==> src/rtl/ring_membership_table_unit_macros.svh <==
// Assertion macros for the ring membership table unit.
// Each macro checks a property on the rising edge of clk and is
// switched off while rst_n is low.
`ifndef RING_MEMBERSHIP_TABLE_UNIT_MACROS_SVH
`define RING_MEMBERSHIP_TABLE_UNIT_MACROS_SVH

`ifndef ASSERT_OFF
// Same-cycle implication.
`define RMT_ASSERT_IMP(lbl, ante, cons, msg) \
  lbl: assert property (@(posedge clk) disable iff (!rst_n) (ante) |-> (cons)) else $error(msg);
// Next-cycle implication.
`define RMT_ASSERT_NXT(lbl, ante, cons, msg) \
  lbl: assert property (@(posedge clk) disable iff (!rst_n) (ante) |=> (cons)) else $error(msg);
`else
`define RMT_ASSERT_IMP(lbl, ante, cons, msg)
`define RMT_ASSERT_NXT(lbl, ante, cons, msg)
`endif

`endif

==> src/rtl/rmt_pkg.sv <==
`default_nettype none

package rmt_pkg;

  // Table geometry.
  localparam int MAX_NODES = 16;
  localparam int IDX_W     = $clog2(MAX_NODES);
  localparam int PTR_W     = $clog2(MAX_NODES + 1);

  // Field widths of the command and result words.
  localparam int ID_W    = 64;
  localparam int PORT_W  = 16;
  localparam int OP_W    = 3;
  localparam int INDEX_W = 6;
  localparam int CNT_W   = 7;
  localparam int STAT_W  = 2;

  // Operation codes.
  typedef enum logic [OP_W-1:0] {
    OP_INIT   = 3'd0,
    OP_ADD    = 3'd1,
    OP_REMOVE = 3'd2,
    OP_NEXT   = 3'd3,
    OP_PREV   = 3'd4,
    OP_GET    = 3'd5
  } op_t;

  // Result status codes.
  typedef enum logic [STAT_W-1:0] {
    RES_OK        = 2'd0,
    RES_INVALID   = 2'd1,
    RES_FULL      = 2'd2,
    RES_NOT_FOUND = 2'd3
  } res_status_t;

  // Controller states.
  typedef enum logic [2:0] {
    S_IDLE,
    S_DISPATCH,
    S_SEARCH,
    S_SHIFT,
    S_READ
  } ctrl_state_t;

  // Commands from the controller to the datapath.
  typedef struct packed {
    logic        load;       // capture the command word
    logic        rd_nav;     // read the neighbour or indexed entry, latch its position
    logic        ptr_clr;    // restart the scan pointer
    logic        ptr_inc;    // advance the scan pointer
    logic        hit_latch;  // remember the matching position
    logic        wr_init;    // table holds the local node alone
    logic        wr_append;  // append the new node at the end
    logic        wr_shift;   // move one entry down by one place
    logic        rm_commit;  // shrink the table after a removal
    logic        res_valid;  // issue a result word
    res_status_t res_status;
    logic        res_data;   // result carries the entry just read
  } dp_cmd_t;

  // Status from the datapath to the controller.
  typedef struct packed {
    op_t  op;
    logic full;         // table has no free entry
    logic pos_ok;       // neighbour or indexed position exists
    logic scan_hit;     // entry just read matches the node identifier
    logic scan_end;     // scan pointer has reached the member count
    logic hit_is_self;  // matching entry is the local node
    logic primed;       // shift read data is ready to be written back
  } dp_status_t;

endpackage

`default_nettype wire

==> src/rtl/rmt_ctrl.sv <==
`default_nettype none

module rmt_ctrl
  import rmt_pkg::*;
(
  input  wire logic       clk,
  input  wire logic       rst_n,
  input  wire logic       start,
  input  wire dp_status_t dp_status,
  output dp_cmd_t         dp_cmd,
  output logic            busy
);

  ctrl_state_t state_r;
  ctrl_state_t state_nxt;

  // State register.
  always_ff @(posedge clk) begin
    if (!rst_n) begin
      state_r <= S_IDLE;
    end else begin
      state_r <= state_nxt;
    end
  end

  // Next state and datapath commands.
  always_comb begin
    state_nxt = state_r;
    dp_cmd    = '0;
    dp_cmd.res_status = RES_OK;
    busy      = (state_r != S_IDLE);

    case (state_r)
      S_IDLE: begin
        if (start) begin
          dp_cmd.load = 1'b1;
          state_nxt   = S_DISPATCH;
        end
      end

      S_DISPATCH: begin
        case (dp_status.op)
          OP_INIT: begin
            dp_cmd.wr_init   = 1'b1;
            dp_cmd.res_valid = 1'b1;
            state_nxt        = S_IDLE;
          end
          OP_ADD: begin
            if (dp_status.full) begin
              dp_cmd.res_valid  = 1'b1;
              dp_cmd.res_status = RES_FULL;
              state_nxt         = S_IDLE;
            end else begin
              dp_cmd.ptr_clr = 1'b1;
              state_nxt      = S_SEARCH;
            end
          end
          OP_REMOVE: begin
            dp_cmd.ptr_clr = 1'b1;
            state_nxt      = S_SEARCH;
          end
          OP_NEXT, OP_PREV, OP_GET: begin
            if (dp_status.pos_ok) begin
              dp_cmd.rd_nav = 1'b1;
              state_nxt     = S_READ;
            end else begin
              dp_cmd.res_valid  = 1'b1;
              dp_cmd.res_status = RES_INVALID;
              state_nxt         = S_IDLE;
            end
          end
          default: begin
            dp_cmd.res_valid  = 1'b1;
            dp_cmd.res_status = RES_INVALID;
            state_nxt         = S_IDLE;
          end
        endcase
      end

      // One entry is read per cycle; the compare sees the previous one.
      S_SEARCH: begin
        if (dp_status.scan_hit) begin
          if (dp_status.op == OP_ADD) begin
            dp_cmd.res_valid = 1'b1;
            state_nxt        = S_IDLE;
          end else if (dp_status.hit_is_self) begin
            dp_cmd.res_valid  = 1'b1;
            dp_cmd.res_status = RES_INVALID;
            state_nxt         = S_IDLE;
          end else begin
            dp_cmd.hit_latch = 1'b1;
            state_nxt        = S_SHIFT;
          end
        end else if (dp_status.scan_end) begin
          dp_cmd.res_valid = 1'b1;
          state_nxt        = S_IDLE;
          if (dp_status.op == OP_ADD) begin
            dp_cmd.wr_append = 1'b1;
          end else begin
            dp_cmd.res_status = RES_NOT_FOUND;
          end
        end else begin
          dp_cmd.ptr_inc = 1'b1;
        end
      end

      // Close the gap: read one entry ahead, write it one place down.
      S_SHIFT: begin
        dp_cmd.wr_shift = dp_status.primed;
        if (dp_status.scan_end) begin
          dp_cmd.rm_commit = 1'b1;
          dp_cmd.res_valid = 1'b1;
          state_nxt        = S_IDLE;
        end else begin
          dp_cmd.ptr_inc = 1'b1;
        end
      end

      S_READ: begin
        dp_cmd.res_valid = 1'b1;
        dp_cmd.res_data  = 1'b1;
        state_nxt        = S_IDLE;
      end

      default: begin
        state_nxt = S_IDLE;
      end
    endcase
  end

endmodule

`default_nettype wire

==> src/rtl/rmt_datapath.sv <==
`default_nettype none

module rmt_datapath
  import rmt_pkg::*;
(
  input  wire logic               clk,
  input  wire logic               rst_n,
  input  wire dp_cmd_t            dp_cmd,
  output dp_status_t              dp_status,
  input  wire logic               cfg_wr_en,
  input  wire logic [ID_W-1:0]    cfg_wr_data,
  input  wire logic [OP_W-1:0]    in_operation,
  input  wire logic [ID_W-1:0]    in_node_id,
  input  wire logic [PORT_W-1:0]  in_node_port,
  input  wire logic [INDEX_W-1:0] in_entry_index,
  output logic                    out_valid,
  output logic [STAT_W-1:0]       out_status,
  output logic [ID_W-1:0]         out_found_id,
  output logic [PORT_W-1:0]       out_found_port,
  output logic [INDEX_W-1:0]      out_found_index,
  output logic [CNT_W-1:0]        out_member_count
);

  // Configuration and table state.
  logic [ID_W-1:0]    self_node_id_r;
  logic [PTR_W-1:0]   count_r, count_nxt;
  logic [IDX_W-1:0]   self_pos_r, self_pos_nxt;

  // Captured command word.
  op_t                op_r;
  logic [ID_W-1:0]    key_id_r;
  logic [PORT_W-1:0]  key_port_r;
  logic [INDEX_W-1:0] key_index_r;

  // Scan pointer and latched position.
  logic [PTR_W-1:0]   ptr_r;
  logic [IDX_W-1:0]   pos_r;

  // Table memory.
  logic [ID_W-1:0]    mem_id   [MAX_NODES];
  logic [PORT_W-1:0]  mem_port [MAX_NODES];
  logic               id0_valid_r;
  logic [ID_W-1:0]    rd_id_raw_r;
  logic [PORT_W-1:0]  rd_port_r;
  logic               rd_zero_r;
  logic [ID_W-1:0]    rd_id;

  logic [IDX_W-1:0]   rd_addr;
  logic               wr_en;
  logic [IDX_W-1:0]   wr_addr;
  logic [ID_W-1:0]    wr_id;
  logic [PORT_W-1:0]  wr_port;

  logic [PTR_W-1:0]   ptr_m1;
  logic [PTR_W-1:0]   self_ext;
  logic [PTR_W-1:0]   self_p1;
  logic [IDX_W-1:0]   pos_c;
  logic               pos_ok_c;

  // Output word registers.
  logic                    out_valid_r;
  logic [STAT_W-1:0]       out_status_r;
  logic [ID_W-1:0]         out_found_id_r;
  logic [PORT_W-1:0]       out_found_port_r;
  logic [INDEX_W-1:0]      out_found_index_r;
  logic [CNT_W-1:0]        out_member_count_r;

  function automatic logic [IDX_W-1:0] ptr_trunc(input logic [PTR_W-1:0] v);
    ptr_trunc = v[IDX_W-1:0];
  endfunction

  // Entry zero reads as zero until first written.
  assign rd_id = rd_zero_r ? '0 : rd_id_raw_r;

  // Neighbour and indexed positions.
  assign self_ext = PTR_W'(self_pos_r);
  assign self_p1  = self_ext + PTR_W'(1);
  assign ptr_m1   = ptr_r - PTR_W'(1);

  always_comb begin
    pos_c    = '0;
    pos_ok_c = 1'b0;
    case (op_r)
      OP_NEXT: begin
        pos_c    = (self_p1 == count_r) ? '0 : self_p1[IDX_W-1:0];
        pos_ok_c = (count_r != '0);
      end
      OP_PREV: begin
        pos_c    = (self_pos_r == '0) ? ptr_trunc(count_r - PTR_W'(1))
                                      : self_pos_r - IDX_W'(1);
        pos_ok_c = (count_r != '0);
      end
      OP_GET: begin
        pos_c    = key_index_r[IDX_W-1:0];
        pos_ok_c = (CNT_W'(key_index_r) < CNT_W'(count_r));
      end
      default: begin
        pos_c    = '0;
        pos_ok_c = 1'b0;
      end
    endcase
  end

  // Status towards the controller.
  always_comb begin
    dp_status.op          = op_r;
    dp_status.full        = (count_r >= PTR_W'(MAX_NODES));
    dp_status.pos_ok      = pos_ok_c;
    dp_status.scan_hit    = (ptr_r != '0) && (rd_id == key_id_r);
    dp_status.scan_end    = (ptr_r == count_r);
    dp_status.hit_is_self = (ptr_m1 == self_ext);
    dp_status.primed      = (ptr_r != (PTR_W'(pos_r) + PTR_W'(1)));
  end

  // Memory port selection.
  always_comb begin
    rd_addr = dp_cmd.rd_nav ? pos_c : ptr_r[IDX_W-1:0];
    wr_en   = dp_cmd.wr_init | dp_cmd.wr_append | dp_cmd.wr_shift;
    wr_addr = '0;
    wr_id   = self_node_id_r;
    wr_port = '0;
    if (dp_cmd.wr_append) begin
      wr_addr = count_r[IDX_W-1:0];
      wr_id   = key_id_r;
      wr_port = key_port_r;
    end else if (dp_cmd.wr_shift) begin
      wr_addr = ptr_trunc(ptr_r - PTR_W'(2));
      wr_id   = rd_id;
      wr_port = rd_port_r;
    end
  end

  // Table memory with registered read.
  always_ff @(posedge clk) begin
    if (wr_en) begin
      mem_id[wr_addr]   <= wr_id;
      mem_port[wr_addr] <= wr_port;
    end
    rd_id_raw_r <= mem_id[rd_addr];
    rd_port_r   <= mem_port[rd_addr];
  end

  always_ff @(posedge clk) begin
    if (!rst_n) begin
      id0_valid_r <= 1'b0;
      rd_zero_r   <= 1'b1;
    end else begin
      rd_zero_r <= (rd_addr == '0) && !id0_valid_r;
      if (wr_en && (wr_addr == '0)) begin
        id0_valid_r <= 1'b1;
      end
    end
  end

  // Count and local position updates.
  always_comb begin
    count_nxt    = count_r;
    self_pos_nxt = self_pos_r;
    if (dp_cmd.wr_init) begin
      count_nxt    = PTR_W'(1);
      self_pos_nxt = '0;
    end else if (dp_cmd.wr_append) begin
      count_nxt = count_r + PTR_W'(1);
    end else if (dp_cmd.rm_commit) begin
      count_nxt = count_r - PTR_W'(1);
      if (pos_r < self_pos_r) begin
        self_pos_nxt = self_pos_r - IDX_W'(1);
      end
    end
  end

  // Control registers.
  always_ff @(posedge clk) begin
    if (!rst_n) begin
      self_node_id_r <= '0;
      count_r        <= PTR_W'(1);
      self_pos_r     <= '0;
      ptr_r          <= '0;
      op_r           <= OP_INIT;
      out_valid_r    <= 1'b0;
    end else begin
      if (cfg_wr_en) begin
        self_node_id_r <= cfg_wr_data;
      end
      count_r     <= count_nxt;
      self_pos_r  <= self_pos_nxt;
      out_valid_r <= dp_cmd.res_valid;
      if (dp_cmd.load) begin
        op_r <= op_t'(in_operation);
      end
      if (dp_cmd.ptr_clr) begin
        ptr_r <= '0;
      end else if (dp_cmd.ptr_inc) begin
        ptr_r <= ptr_r + PTR_W'(1);
      end
    end
  end

  // Payload registers.
  always_ff @(posedge clk) begin
    if (dp_cmd.load) begin
      key_id_r    <= in_node_id;
      key_port_r  <= in_node_port;
      key_index_r <= in_entry_index;
    end
    if (dp_cmd.rd_nav) begin
      pos_r <= pos_c;
    end else if (dp_cmd.hit_latch) begin
      pos_r <= ptr_m1[IDX_W-1:0];
    end
    if (dp_cmd.res_valid) begin
      out_status_r       <= dp_cmd.res_status;
      out_member_count_r <= CNT_W'(count_nxt);
      if (dp_cmd.res_data) begin
        out_found_id_r    <= rd_id;
        out_found_port_r  <= rd_port_r;
        out_found_index_r <= INDEX_W'(pos_r);
      end else begin
        out_found_id_r    <= '0;
        out_found_port_r  <= '0;
        out_found_index_r <= '0;
      end
    end
  end

  assign out_valid        = out_valid_r;
  assign out_status       = out_status_r;
  assign out_found_id     = out_found_id_r;
  assign out_found_port   = out_found_port_r;
  assign out_found_index  = out_found_index_r;
  assign out_member_count = out_member_count_r;

endmodule

`default_nettype wire

==> src/rtl/ring_membership_table_unit.sv <==
`default_nettype none

// Ring membership table: an ordered, compacted list of member node
// identifiers and ports, with the local node at a tracked position.
// A command word is taken when start is high and busy is low; busy stays
// high until the single result word for it has been issued. Each result
// word is shown for exactly one cycle with out_valid high; the receiver
// cannot stall it. The self_node_id register is written through cfg_wr_en
// and cfg_wr_data; the user must write it only while the block is idle.
// The block itself does not enforce this.
// The table memory has one read and one write port and is scanned one
// entry per cycle; a removal carries on from the matching entry to
// shift the later ones down, so search and shift pass each entry once.
// A new command may be accepted in the cycle its predecessor's result is
// shown. After reset the table holds one entry, identifier zero, at
// position zero, and self_node_id is zero.
module ring_membership_table_unit
  import rmt_pkg::*;
(
  input  wire logic               clk,
  input  wire logic               rst_n,
  input  wire logic               cfg_wr_en,
  input  wire logic [ID_W-1:0]    cfg_wr_data,
  input  wire logic               start,
  output logic                    busy,
  input  wire logic [OP_W-1:0]    in_operation,
  input  wire logic [ID_W-1:0]    in_node_id,
  input  wire logic [PORT_W-1:0]  in_node_port,
  input  wire logic [INDEX_W-1:0] in_entry_index,
  output logic                    out_valid,
  output logic [STAT_W-1:0]       out_status,
  output logic [ID_W-1:0]         out_found_id,
  output logic [PORT_W-1:0]       out_found_port,
  output logic [INDEX_W-1:0]      out_found_index,
  output logic [CNT_W-1:0]        out_member_count
);

  dp_cmd_t    dp_cmd;
  dp_status_t dp_status;

  // Sequencer.
  rmt_ctrl u_ctrl (
    .clk       (clk),
    .rst_n     (rst_n),
    .start     (start),
    .dp_status (dp_status),
    .dp_cmd    (dp_cmd),
    .busy      (busy)
  );

  // Table storage and result word.
  rmt_datapath u_datapath (
    .clk              (clk),
    .rst_n            (rst_n),
    .dp_cmd           (dp_cmd),
    .dp_status        (dp_status),
    .cfg_wr_en        (cfg_wr_en),
    .cfg_wr_data      (cfg_wr_data),
    .in_operation     (in_operation),
    .in_node_id       (in_node_id),
    .in_node_port     (in_node_port),
    .in_entry_index   (in_entry_index),
    .out_valid        (out_valid),
    .out_status       (out_status),
    .out_found_id     (out_found_id),
    .out_found_port   (out_found_port),
    .out_found_index  (out_found_index),
    .out_member_count (out_member_count)
  );

`include "ring_membership_table_unit_macros.svh"

  // A result word never lasts more than one cycle.
  `RMT_ASSERT_NXT(a_single_word, out_valid, !out_valid, "result strobe held for two cycles")
  // The member count always stays within the table.
  `RMT_ASSERT_IMP(a_count_range, out_valid, (out_member_count != '0) && (out_member_count <= CNT_W'(MAX_NODES)), "member count out of range")
  // An accepted command makes the block busy.
  `RMT_ASSERT_NXT(a_accept_busy, start && !busy, busy, "accepted command did not raise busy")
  // A result is only issued while a command is in progress.
  `RMT_ASSERT_IMP(a_result_busy, dp_cmd.res_valid, busy, "result issued while idle")

endmodule

`default_nettype wire

==> config.mk <==
export PLATFORM = sky130hd
export DESIGN_NAME = ring_membership_table_unit
export DESIGN_NICKNAME = d
export VERILOG_FILES = /design/src/rtl/rmt_pkg.sv /design/src/rtl/rmt_ctrl.sv /design/src/rtl/rmt_datapath.sv /design/src/rtl/ring_membership_table_unit.sv
export VERILOG_INCLUDE_DIRS = /design/src /design/src/rtl
export SDC_FILE = /design/constraint.sdc
export NUM_CORES = 2
export LEC_CHECK = 0
export ABC_CLOCK_PERIOD_IN_PS = 25700
export BUFFER_PORTS_ARGS = -buffer_cell sky130_fd_sc_hd__clkbuf_2
export CAP_MARGIN = 5
export CORE_UTILIZATION = 65
export CTS_CLUSTER_DIAMETER = 80
export DETAILED_ROUTE_END_ITERATION = 8
export PLACE_DENSITY = 0.83
export SLEW_MARGIN = 30
export SYNTH_ARGS = -nofsm -noshare
export SYNTH_HDL_FRONTEND = slang
export SYNTH_SLANG_ARGS = --single-unit
==> constraint.sdc <==
create_clock -name clk -period 25.7 [get_ports clk]
set_input_delay 5.14 -clock clk [delete_from_list [all_inputs] [get_ports clk]]
set_output_delay 5.14 -clock clk [all_outputs]
set_load 0.01 [all_outputs]
Yosys cells after proc, flatten, opt, wreduce, memory -nomap -nowiden --
Memory sizes are Yosys's and may differ from the RTL's. A register that Yosys moved wholly into a read port is not among the register bits. Index checks and enable logic that the tools add are counted.
Word-level totals: memories 2, logic and storage cells 133, bits in latches 0, output and inout bits 97, bits in writable memories 1280, ROM bits 0, register bits after elaboration 270, input bits 157
Cells by class: shift-type cells 0, div/mod/pow operators 0, equal/unequal tests 15, mux-type cells 63, add/sub/neg operators 8, multipliers 0, bitwise operators 4, order comparisons 3, reductions and logical operators 19
Memory list:
- u_datapath.mem_id | depth 16, width 64, read ports 1, clocked after memory_dff 1, wr ports 1, line rmt_datapath.sv:40 | logic [ID_W-1:0] mem_id [MAX_NODES];
- u_datapath.mem_port | depth 16, width 16, read ports 1, clocked after memory_dff 1, wr ports 1, line rmt_datapath.sv:41 | logic [PORT_W-1:0] mem_port [MAX_NODES];
Operators by type and width (number):
- $mux 64 | 3
- $eq 64x64->1 | 1
- $mux 16 | 2
- $mux 4 | 7
- $mux 3 | 9
- $mux 1 | 21
- $mux 2 | 8
- $mux 5 | 3
- $eq 3x2->1 const B | 4
- $logic_not 4->1 | 3
- $pmux 3 s4 | 1
- $pmux 4 s3 | 1
- $add 4x1->5 const B | 2
- $add 5x1->5 const B | 2
- $eq 5x5->1 | 2
- $reduce_bool 5->1 | 2
- $sub 5x1->5 const B | 2
- $eq 3x3->1 const B | 3
- $pmux 3 s3 | 1
- $reduce_or 2->1 | 4
- $eq 3x1->1 const B | 2
- $logic_not 3->1 | 2
- $lt 6x5->1 | 1
- $pmux 1 s2 | 3
- other kinds (19) | 23

Logic depth before layout (Yosys ltp) --
word-level depth 9, gate-level depth with buffers 16, gate-level depth less buffers 10

Hierarchy --
A second synthesis with hierarchy kept.
Unflattened totals: cells, all modules 4539, area total of the unflattened synthesis 65380.2 sq um
Modules (own cells, without submodules):
- rmt_datapath | sequential area each 47155.2 sq um, instances 1, cells each 4483, area each 64981.1 sq um
- rmt_ctrl | sequential area each 60.1 sq um, instances 1, cells each 56, area each 399.1 sq um

Least setup slack after synthesis --
OpenSTA, ideal clock, no wires.
kind reg2reg, from register u_datapath.ptr_r[0], to memory u_datapath.mem_id[11][0], enable pin, path buffers 2, required time 25063 ps, arrival 8927 ps, cell stages (with the launch flop) 12, setup time 637 ps, path slack 16136 ps, period minus slack after synthesis 9564 ps, path through dfxtp_1 > clkbuf_1 > inv_1 > ha_1 > or4b_1 > o2111ai_1 > a2111oi_0 > nand4_1 > nor4_1 > a211oi_2 > clkbuf_1 > a211oi_1
Between the ends: longest elaborated chain between the ends 8, elaborated cells on any way between the ends 15, classes of those cells add/sub (1); eq/ne (2); mux (8); bitwise (2); reduce/logical (2)
RTL lines:
- from (decl) | line rmt_datapath.sv:36 | logic [PTR_W-1:0] ptr_r;
- from (signal assigned) | line rmt_datapath.sv:194 | ptr_r <= ptr_r + PTR_W'(1);
- $eq 5x5->1 or $reduce_bool 5->1 (tied branches) | line rmt_datapath.sv:110, rmt_datapath.sv:109
- $mux 1 or $logic_and 1x1->1 (tied branches) | line rmt_ctrl.sv:94, rmt_datapath.sv:109
- $mux 1 | line rmt_ctrl.sv:82 | if (dp_status.scan_hit) begin
- $mux 1 | line rmt_ctrl.sv:33 | case (state_r)
- $or 1x1->1 (2 in series) | line rmt_datapath.sv:118 | wr_en = dp_cmd.wr_init | dp_cmd.wr_append | dp_cmd.wr_shift;
- $mux 1 | line rmt_datapath.sv:135 | if (wr_en) begin
- $mux 1 (implied by the code) | line rmt_datapath.sv:136 | mem_id[wr_addr] <= wr_id;
- to (decl) | line rmt_datapath.sv:40
Several ways; a longest one is shown, not always the timed one.

Worst setup path in the final report --
from register u_ctrl.state_r[0], to output busy
Between the ends: longest elaborated chain between the ends 1
RTL lines:
- from (decl) | line rmt_ctrl.sv:14 | ctrl_state_t state_r;
- from (signal assigned) | line rmt_ctrl.sv:22 | state_r <= state_nxt;
- $reduce_bool 3->1 | line rmt_ctrl.sv:31 | busy = (state_r != S_IDLE);
- to (decl) | line ring_membership_table_unit.sv:25 | output logic busy,
Every way passes these cells.

==> results.yml <==
setup_path:
  crit_path_max_fanout: 11
  r2r_slack_ns: 19.17
  path_cells: "or3_1 > clkbuf_2"
  worstSetupStartpointType: "flop"
  cp.arrival_ns: 1.84
  worst_ep_required_time_ns: 20.56
  critPathMaxStageDelay_ns: 0.50
  crit_type: "reg -> out"
  critPathSlowestCell: "or3_1"
  cp-end-kind: "primary output"
sta:
  fin_skew_ns: 0.04303
  finalCritPeriodShare: 0.2716
  setup_viol: 0
  fin_ws_ns: 18.72
  drv_slew: 0
  worst_pin_slew_ns: 1.095
  fin_crit_ns: 6.979
  max_freq_mhz: 143.3
  relSlewSlack: 0.2699
  whs_ns: 0.4515
  rsz0062_at_grt: "no"
  fin_setup_tns_ns: 0
  hold_viol: 0
clock_network:
  cts_root_buf: "clkbuf_16"
  cts.repair.resized: 0
  post-cts-setup-buffers: 0
  clockBufferDepth: 3
  cts_tree: "done"
  clk_pin_slew_ns: 0.06
  clkSinkCount: 1628
  cts_hold_buf: 0
  clock_latency_ns: 0.79
  cts_inserted_buffers: 158
  cts.htree.levels: 4
run:
  maxCapViolCount: 0
drt:
  drc: 0
  vias: 48650
  drt_iter0_markers: 9254
  post_drt_wl_per_cell_um: 32.81
  vias_per_cell: 7.617
  routed_wl_mm: 209.6
  route.antenna.remaining_nets: 0
  drt-pass1-iter-count: 7
power:
  combPwrFrac: 0.052
  p_seq_frac: 0.534
  p_leak_uw: 0.02608
  ir_drop_mv: 0.06579
  intPower_uw: 4380
  p_sw_uw: 1283
  switching_share: 0.2265
  clkPwrFrac: 0.413
  pwr_density_cell_nw_per_um2: 74.59
status:
  status: "complete, no violations"
global_route:
  grt-ovfl-total: 0
  grt_pass1_vias: 47100
  grt_pass1_wl_mm: 301.2
  grt_use_total: 0.3871
  antenna_found_initial: 9
  grt_max_degree: 196
finish:
  final_cells: 6387
  layout_commonest_cell: "edfxtp_1"
  drive_gt1_frac: 0.1550
  most-common-layout-cells: "1461 x edfxtp_1, 352 x nand2_1, 252 x nand4_1"
  layout.nets: 5041
  final_area_um2: 75930
  area_delta_synth_final_pct: 11.71
yosys:
  syn_inst: 4803
  ys.flop_type: "edfxtp_1"
  syn_area_per_cell_um2: 14.15
  synth_seq_cells: 1628
  synth-edff-count: 1461
  ys_seq_area_frac: 0.6947
  syn_area_um2: 67970
  ys_async_sr_fraction: 0
  yosys.cell_types.count: 83
  yosysWarnings: 0
placed_design:
  post-place-ws_ns: 18.54
  portBuffers: 249
  dp_hpwl_mm: 108.4
  routabilityCongestion: 0.9472
  dp.cells: 6081
  place_area_um2: 70370
die:
  pin_count: 254
  fp-row-count: 118
  core-area_um2: 103600
  start_util: 0.6558
  die_w_um: 325.4
  die_area_um2: 105900
  dieHeight_um: 325.4
worst_hold_path:
  hp-class: "reg -> reg"
## state kept, by name, indices dropped and copies added (netlist names)
name                         cells
u_datapath.key_id_r             64
u_datapath.op_r                  3
u_datapath.mem_id             1024
u_datapath.out_found_index       4
u_ctrl.state_r                   3
u_datapath.ptr_r                 5
u_datapath.mem_port            256
u_datapath.id0_valid_r           1
u_datapath.out_found_id         64
u_datapath.key_index_r           6
u_datapath.key_port_r           16
u_datapath.pos_r                 4
u_datapath.rd_port_r            16
u_datapath.rd_id_raw_r          64
u_datapath.out_found_port       16
u_datapath.self_pos_r            4
u_datapath.out_member_count      5
u_datapath.rd_zero_r             1
u_datapath.out_status            2
u_datapath.out_valid             1
u_datapath.self_node_id_r       64
u_datapath.count_r               5
## area by class of cell
type	count	area, um^2
multi-input cells	2706	19470
well taps	1380	1727
repair buffers	343	2137
clock buffers	228	4482
clock inverters	66	760.7
inverters	29	111.4
diodes	7	17.52
flip-flops and latches	1628	47220
fillers	6009	27720
## per-layer routing
layer,vias to the layer above,track usage,routed length [um]
li1,19360,-,-
met1,23300,0.5174,70410
met2,5072,0.5673,91640
met3,914,0.1229,35690
met4,8,0.2128,11690
met5,-,0,124
## synthesized netlist by cell type (26+ instances only)
cell type	count	area [um^2]
nor2b_1	73	456.7
clkbuf_1	375	1408
nand4_1	252	1577
buf_1	27	101.4
nor3_1	28	140.1
a21oi_1	311	1556
and2_1	26	162.7
nand2_1	352	1321
a2111oi_0	247	2163
edfxtp_1	1461	43870
o211ai_1	243	1824
mux2i_1	232	2322
or4_1	87	653.1
a2111o_1	80	900.9
dfxtp_1	167	3343
mux2_4	79	1186
xnor2_1	38	332.8
and3_1	134	838.3
o22ai_1	85	531.8
nor2_1	152	570.6
inv_1	26	97.59
## worst max-delay path, delay by kind of cell (launching register included)
kind                   cells  cell delay (ns)
buffers and inverters      1             0.17
DFF                        1             0.41
and+or+nand+nor            1             0.50
## kinds of logic after synthesis
group,synth area share
mux,0.05195
fa+ha+maj,0.003314
flops,0.6947
xor+xnor,0.007161
simple gates,0.09517
compound gates,0.1195
buf+inv,0.02815
other cells,0.00005517
## power by group through the flow
stage / Combinational [uW] / Sequential, uW / Clock (uW)
floorplan: 168 / 3040 / 0
global placement: 267 / 3070 / 0
detailed placement: 277 / 3070 / 0
CTS: 280 / 3020 / 2330
global route: 307 / 3020 / 2430
finish: 295 / 3030 / 2340
## worst paths after layout
kind | from | end | cells after the start
min reg2reg | u_datapath.id0_valid_r | u_datapath.rd_zero_r | 1
min | u_datapath.id0_valid_r | u_datapath.rd_zero_r | 1
max reg2reg | u_datapath.rd_zero_r | u_datapath.mem_id[11][62] | 9
max | u_ctrl.state_r[0] | busy | 2
## stage by stage
stage	utilization	total power, uW
floorplan	-	3207
global route	0.7324	5765
finish	0.7326	5663
global placement	0.6780	3338
detailed placement	0.6790	3350
CTS	0.7296	5632
Note: power is estimated with default switching activity, not from simulation.
